--- src/rtl/core/rcaf_pkg.sv ---
package rcaf_pkg;

    localparam int NUM_STREAMS    = 2;
    localparam int SEL_W          = (NUM_STREAMS > 1) ? $clog2(NUM_STREAMS) : 1;
    localparam int NUM_CELLS      = 5;
    localparam int STEP_W         = $clog2(2 * NUM_CELLS);
    localparam int COEF_FRAC_BITS = 16;
    localparam int COEF_W         = 17;
    localparam int STATE_FRAC     = 16;
    localparam int STATE_W        = 34;
    localparam int DIFF_W         = STATE_W + 1;
    localparam int SAMPLE_W       = 16;
    localparam int CFG_IDX_W      = 3;
    localparam int CFG_DATA_W     = 17;

    localparam logic [COEF_W-1:0] COEF_ONE = COEF_W'(1) << COEF_FRAC_BITS;

    localparam logic [1:0] MODEL_PASS = 2'd0;
    localparam logic [1:0] MODEL_FULL = 2'd1;
    localparam logic [1:0] MODEL_LED  = 2'd2;

    localparam logic [CFG_IDX_W-1:0] REG_FILTER_MODEL = 3'd0;
    localparam logic [CFG_IDX_W-1:0] REG_LED_ENABLE   = 3'd1;
    localparam logic [CFG_IDX_W-1:0] REG_COEF_FIRST   = 3'd2;
    localparam logic [CFG_IDX_W-1:0] REG_COEF_SECOND  = 3'd3;
    localparam logic [CFG_IDX_W-1:0] REG_COEF_LED     = 3'd4;

    typedef enum logic [1:0] {
        ST_IDLE,
        ST_RUN,
        ST_FINISH
    } t_seq_state;

    typedef struct packed {
        logic                diff_en;
        logic                upd_en;
        logic                active;
        logic [SEL_W-1:0]    sel;
        logic [COEF_W-1:0]   coef;
    } t_cell_ctrl;

    function automatic logic [COEF_W-1:0] clamp_coef(input logic [COEF_W-1:0] c);
        return (c > COEF_ONE) ? COEF_ONE : c;
    endfunction

    // truncate toward zero, then saturate to a 16-bit sample
    function automatic logic [SAMPLE_W-1:0] to_sample(input logic [STATE_W-1:0] v);
        logic                       neg;
        logic [DIFF_W-1:0]          ext;
        logic [DIFF_W-1:0]          mag;
        logic [DIFF_W-STATE_FRAC-1:0] q;
        logic signed [DIFF_W-STATE_FRAC:0] r;
        neg = v[STATE_W-1];
        ext = {v[STATE_W-1], v};
        mag = neg ? (~ext + DIFF_W'(1)) : ext;
        q   = mag[DIFF_W-1:STATE_FRAC];
        r   = neg ? -$signed({1'b0, q}) : $signed({1'b0, q});
        if (r > $signed((DIFF_W-STATE_FRAC+1)'(32767))) begin
            return 16'h7FFF;
        end else if (r < -$signed((DIFF_W-STATE_FRAC+1)'(32768))) begin
            return 16'h8000;
        end else begin
            return r[SAMPLE_W-1:0];
        end
    endfunction

endpackage

--- src/rtl/core/rcaf_cell.sv ---
module rcaf_cell (
    input  logic                                i_clk,
    input  logic                                i_rst_n,
    input  rcaf_pkg::t_cell_ctrl                i_ctrl,
    input  logic [rcaf_pkg::STATE_W-1:0]        i_x,
    output logic [rcaf_pkg::STATE_W-1:0]        o_y
);

    localparam int PROD_W = rcaf_pkg::DIFF_W + rcaf_pkg::COEF_W + 1;

    logic [rcaf_pkg::STATE_W-1:0] r_state [rcaf_pkg::NUM_STREAMS];
    logic [rcaf_pkg::DIFF_W-1:0]  r_diff;
    logic [rcaf_pkg::DIFF_W-1:0]  n_diff;
    logic [rcaf_pkg::STATE_W-1:0] r_y;
    logic [rcaf_pkg::STATE_W-1:0] n_state;
    logic [rcaf_pkg::STATE_W-1:0] w_cur;
    logic signed [PROD_W-1:0]     w_prod;

    assign w_cur  = r_state[i_ctrl.sel];
    assign n_diff = {i_x[rcaf_pkg::STATE_W-1], i_x} - {w_cur[rcaf_pkg::STATE_W-1], w_cur};
    assign w_prod = $signed(r_diff) * $signed({1'b0, i_ctrl.coef});
    // arithmetic shift right by the coefficient fraction bits floors the step
    assign n_state = w_cur + w_prod[rcaf_pkg::COEF_FRAC_BITS +: rcaf_pkg::STATE_W];

    always_ff @(posedge i_clk) begin
        if (!i_rst_n) begin
            for (int i = 0; i < rcaf_pkg::NUM_STREAMS; i++) begin
                r_state[i] <= '0;
            end
        end else if (i_ctrl.upd_en && i_ctrl.active) begin
            r_state[i_ctrl.sel] <= n_state;
        end
    end

    always_ff @(posedge i_clk) begin
        if (i_ctrl.diff_en) begin
            r_diff <= n_diff;
        end
        if (i_ctrl.upd_en) begin
            r_y <= i_ctrl.active ? n_state : i_x;
        end
    end

    assign o_y = r_y;

endmodule

--- config.mk ---
export PLATFORM = sky130hd
export DESIGN_NAME = rcaf_cell
export DESIGN_NICKNAME = d
export VERILOG_FILES = /design/src/rtl/core/rcaf_pkg.sv /design/src/rtl/core/rcaf_cell.sv
export SDC_FILE = /design/constraint.sdc
export NUM_CORES = 2
export LEC_CHECK = 0
export ABC_CLOCK_PERIOD_IN_PS = 16770
export BUFFER_PORTS_ARGS = -buffer_cell sky130_fd_sc_hd__buf_2
export CAP_MARGIN = 20
export CORE_MARGIN = 3
export CORE_UTILIZATION = 60
export CTS_BUF_LIST = sky130_fd_sc_hd__clkbuf_8
export CTS_CLUSTER_SIZE = 10
export DETAILED_ROUTE_END_ITERATION = 8
export GPL_TIMING_DRIVEN = 0
export PLACE_DENSITY = 0.77
export RECOVER_POWER = 100
export SLEW_MARGIN = 5
export SYNTH_ARGS = -nofsm -noshare
export SYNTH_HDL_FRONTEND = slang
export SYNTH_SLANG_ARGS = --single-unit
export TNS_END_PERCENT = 10
--- constraint.sdc ---
create_clock -name i_clk -period 16.77 [get_ports i_clk]
set_clock_uncertainty 0.15 [all_clocks]
set_input_delay 0.8385 -clock i_clk [delete_from_list [all_inputs] [get_ports i_clk]]
set_output_delay 0.8385 -clock i_clk [all_outputs]
set_load 0.01 [all_outputs]
======== Word level (Yosys, flattened, before mapping) ========
Memory sizes are Yosys's and may differ from the RTL's.
Index checks and enable logic that the tools add are counted.
Widths: inputs -> output; s select.
storage, ports and cells
  bits in writable memories ............... 68
  memories kept ........................... 1
  flip-flop bits (word level) ............. 69
  bits of input ports ..................... 57
  logic and storage cells ................. 16
memory list
  name     depth  bits a word  read ports  clocked after Yosys merged registers in  wr ports  line             source
  r_state  2      34           1           0                                        2         rcaf_cell.sv:11  logic [rcaf_pkg::STATE_W-1:0] r_state [rcaf_pkg::NUM_STREAMS];
operators by class
  reductions and logical operators ........ 2
  multiply operators ...................... 1
  $add $sub $neg .......................... 2
  mux-type cells .......................... 8
operators with widths
  kind               count
  $mux 34            2
  $mul 35x18->50     1
  $sub 34x34->35     1
  $add 34x34->34     1
  $reduce_or 34->1   1
  $mux 1             6
  $logic_and 1x1->1  1

======== Longest topological paths before layout ========
  word-level depth ........................ 6
  mapped depth ............................ 36
  mapped depth without buffers ............ 34

======== Least setup slack after synthesis ========
OpenSTA, ideal clock, no wires.
  path type ............................... input -> register
  from .................................... in i_ctrl[9] (netlist name)
  to ...................................... reg r_y, in the netlist o_y[29], data pin
  setup slack ............................. 8,108 ps
  arrival time ............................ 8,247 ps
  stages .................................. 33
  cells stage by stage .................... clkbuf_1 -> clkbuf_1 -> nand2_1 -> fa_1 -> inv_1 -> fa_1 -> fa_1 -> fa_1 -> fa_1 -> inv_1 -> fa_1 -> inv_1 -> ha_1 -> clkbuf_2 -> nand4_1 -> nor2_1 -> and3_1 -> a221oi_2 -> nand2_1 -> and2_1 -> o21a_1 -> nor2_1 -> xnor2_1 -> ha_1 -> a22o_1 -> a2111oi_0 -> a21oi_1 -> a21oi_1 -> o21ai_1 -> a21o_1 -> a21oi_1 -> xor2_1 -> o21ai_1
on the way
  word-level cells in the longest chain between the ends .. 3
RTL lines
  what                  line             source
  start, declared       rcaf_cell.sv:4   input rcaf_pkg::t_cell_ctrl i_ctrl,
  $mul 35x18->50        rcaf_cell.sv:21  assign w_prod = $signed(r_diff) * $signed({1'b0, i_ctrl.coef});
  $add 34x34->34        rcaf_cell.sv:23  assign n_state = w_cur + w_prod[rcaf_pkg::COEF_FRAC_BITS +: rcaf_pkg::STATE_W];
  $mux 34               rcaf_cell.sv:40  r_y <= i_ctrl.active ? n_state : i_x;
  end signal, assigned  rcaf_cell.sv:40
  end, declared         rcaf_cell.sv:14  logic [rcaf_pkg::STATE_W-1:0] r_y;
No other way between the ends.
A chain may end at the register's enable or synchronous reset.

======== Worst setup path in the final report ========
  from .................................... in i_ctrl[9] (netlist name)
  to ...................................... reg r_y, in the netlist o_y[33], data pin
Same word-level chain as after synthesis.

==> flow_metrics.env <==
export IMPL_status="finished, violations left"
export IMPL_violations="max-capacitance violations, max-slew violations"
export IMPL_cp_slowest_stage_delay_ns=0.96
export IMPL_htree_levels=4
export IMPL_num_vias=21060
export IMPL_area_growth_pct=5.354
export IMPL_synthDistinctLibCells=64
export IMPL_preCtsSetupSlack_ns=5.587
export IMPL_rsz0062_at_grt="no"
export IMPL_critPathCaptureType="flip-flop"
export IMPL_path_class="input pin to flip-flop"
export IMPL_wl_um=79160
export IMPL_grt_pass1_wl_um=125600
export IMPL_dieWidth_um=221.1
export IMPL_final_setup_tns_ns=0
export IMPL_setup_viol=0
export IMPL_worstMarginPinSlew_ns=2.073
export IMPL_path_clk_slew_ns=0.09
export IMPL_cts_setup_buffers=0
export IMPL_fin_area_um2=29250
export IMPL_maxSlewHeadroom_pct=-38.21
export IMPL_drc=0
export IMPL_ioPinCount=91
export IMPL_place_congestion=0.9937
export IMPL_yosysWarnings=0
export IMPL_min_from="i_x[6]"
export IMPL_drv_slew=73
export IMPL_drive_above_1_share_pct=2.827
export IMPL_synth_flop_cell="edfxtp_1"
export IMPL_dp_hpwl_um=66350
export IMPL_drtAntennaViolNets=0
export IMPL_final_util_pct=64.17
export IMPL_rr_startpoint="r_diff[14]$_DFFE_PP_"
export IMPL_antenna_found_initial=4
export IMPL_fin_nets=3886
export IMPL_root_buffer="clkbuf_8"
export IMPL_cp_max_fo=10
export IMPL_clkSinkCount=137
export IMPL_period_needed_ns=11.39
export IMPL_synth_top_area_share_pct=39.37
export IMPL_synth_seq_area_share_pct=14.82
export IMPL_synthArstFlopShare_pct=0
export IMPL_slowest_stage="a221oi_1"
export IMPL_n_antenna_cell=0
export IMPL_routed_via_density=5.671
export IMPL_synth_fp_nets=3785
export IMPL_synth_area_top_cells="fa_1, edfxtp_1, inv_1"
export IMPL_maxCapViolations=3
export IMPL_ys_ff_latch=137
export IMPL_die_area_um2=48890
export IMPL_cts_resized=0
export IMPL_drtIter0Drc=1596
export IMPL_period_share_pct=67.89
export IMPL_wl_per_cell_um=21.32
export IMPL_first_pass_iters=5
export IMPL_synth_edf_count=137
export IMPL_cts_tree="yes"
export IMPL_cts_hold_buf=0
export IMPL_setup_slack_ns=5.385
export IMPL_hp_class="input pin to flip-flop"
export IMPL_port_buffers=82
export IMPL_num_rows=78
export IMPL_syn_cell_area_um2=27760
export IMPL_grt_max_degree=37
export IMPL_worstPathRequired_ns=16.81
export IMPL_fp_dieH_um=221.1
export IMPL_worst_setup_path_start_kind="input pin"
export IMPL_fmax_mhz=87.83
export IMPL_grt_ovfl_total=0
export IMPL_avgSynthCellArea_um2=9.253
export IMPL_place_area_um2=28930
export IMPL_grt_pass1_vias=22780
export IMPL_startpoint="i_ctrl[9]"
export IMPL_start_util_pct=60.91
export IMPL_syn_inst=3000
export IMPL_clockBufferDepth=2
export IMPL_cpMostUsedCell="fa_1"
export IMPL_track_usage_pct=33.37
export IMPL_core_area_um2=45580
export IMPL_synth_area_leader_cell="fa_1"
export IMPL_arrival_ns=11.42
export IMPL_cts_buffers=17
export IMPL_finalHoldViolations=0
export IMPL_clkLatencyLatePin_ns=0.47
==> flip-flops by register name, summed over array words and instances, names as in the netlist <==
register and flops:
o_y 34, r_diff 35, r_state 68
==> placed cells by master, fill, tap and decap left out, types with 34 or more instances in the layout <==
cell type	netlist	layout
a21oi_1	76	77
nand2_1	396	396
a21o_1	47	47
fa_1	546	546
edfxtp_1	137	137
xnor2_1	70	70
xor2_1	34	34
and2_1	268	266
o21ai_0	68	75
mux2i_1	34	34
clkbuf_1	110	148
ha_1	182	182
buf_2	1	47
inv_1	700	702
nor2_1	133	133
==> layout make-up <==
cell class                      count  area (um^2)
Timing Repair Buffer               82        365.4
Clock buffer                       17        234.0
Fill cell                        3830        16330
Multi-Input combinational cell   2048        20560
Inverter                          700         2628
Buffer                            115        434.2
Tap cell                          600        750.7
Sequential cell                   137         4114
Clock inverter                     14        158.9
==> worst max-delay path, delay by kind of cell <==
family	cells	cell delay [ns]
buffers and inverters	5	1.51
and+or+nand+nor	7	1.44
AOI/OAI and AO/OA	9	3.14
xor gates and xnor gates	3	0.80
adders and majority gates	8	3.66
==> stage by stage <==
step	hold slack (ns)	std cells
global route	0.5257	3713
global placement	0.6434	3682
detailed placement	0.6591	3682
floorplan	0.5945	3000
finish	0.5257	3713
CTS	0.4989	3713
==> cells by family after synthesis <==
kind of cell	count (synthesis)	synth area share [%]
simple gates	882	15.08
buf+inv	815	11.03
fa+ha+maj	728	47.58
compound gates	299	6.950
flops	137	14.82
xor+xnor	104	3.281
mux	35	1.267
==> metal layers <==
metal	part of all wire, %	track usage, %	up-vias
met5	0.034	0	-
met4	5.4	15.75	4
met3	10	7.615	228
met2	45	52.14	1022
met1	39	44.71	10540
li1	-	-	9266
==> path summary, 6_finish.rpt <==
check	to	cells after the start	slack, ns
hold reg to reg	r_diff[0]$_DFFE_PP_	3	0.68
setup reg to reg	o_y[33]$_DFFE_PP_	32	5.89
hold / removal	o_y[6]$_DFFE_PP_	3	0.53
setup / recovery	o_y[33]$_DFFE_PP_	32	5.38
==> synth_stat cells (3+ instances only) <==
cell type  number
a211oi_1        6
a21boi_0        6
a21o_1         47
a21oi_1        76
a21oi_2         4
a31oi_1         7
and2_1        268
and3_1          8
buf_1           3
clkbuf_1      110
edfxtp_1      137
fa_1          546
ha_1          182
inv_1         700
mux2i_1        34
nand2_1       396
nand2b_1       11
nand3_1        14
nand4_1        14
nor2_1        133
nor2b_1         9
nor3_1         17
o211ai_1        5
o21a_1         15
o21ai_0        68
o21ai_1         7
o21bai_1       18
o221ai_1        3
o31ai_1         4
or2_2           3
xnor2_1        70
xor2_1         34
Power is not shown: default switching activity piles up to over one toggle a cycle in this logic, so the estimate is an artifact.
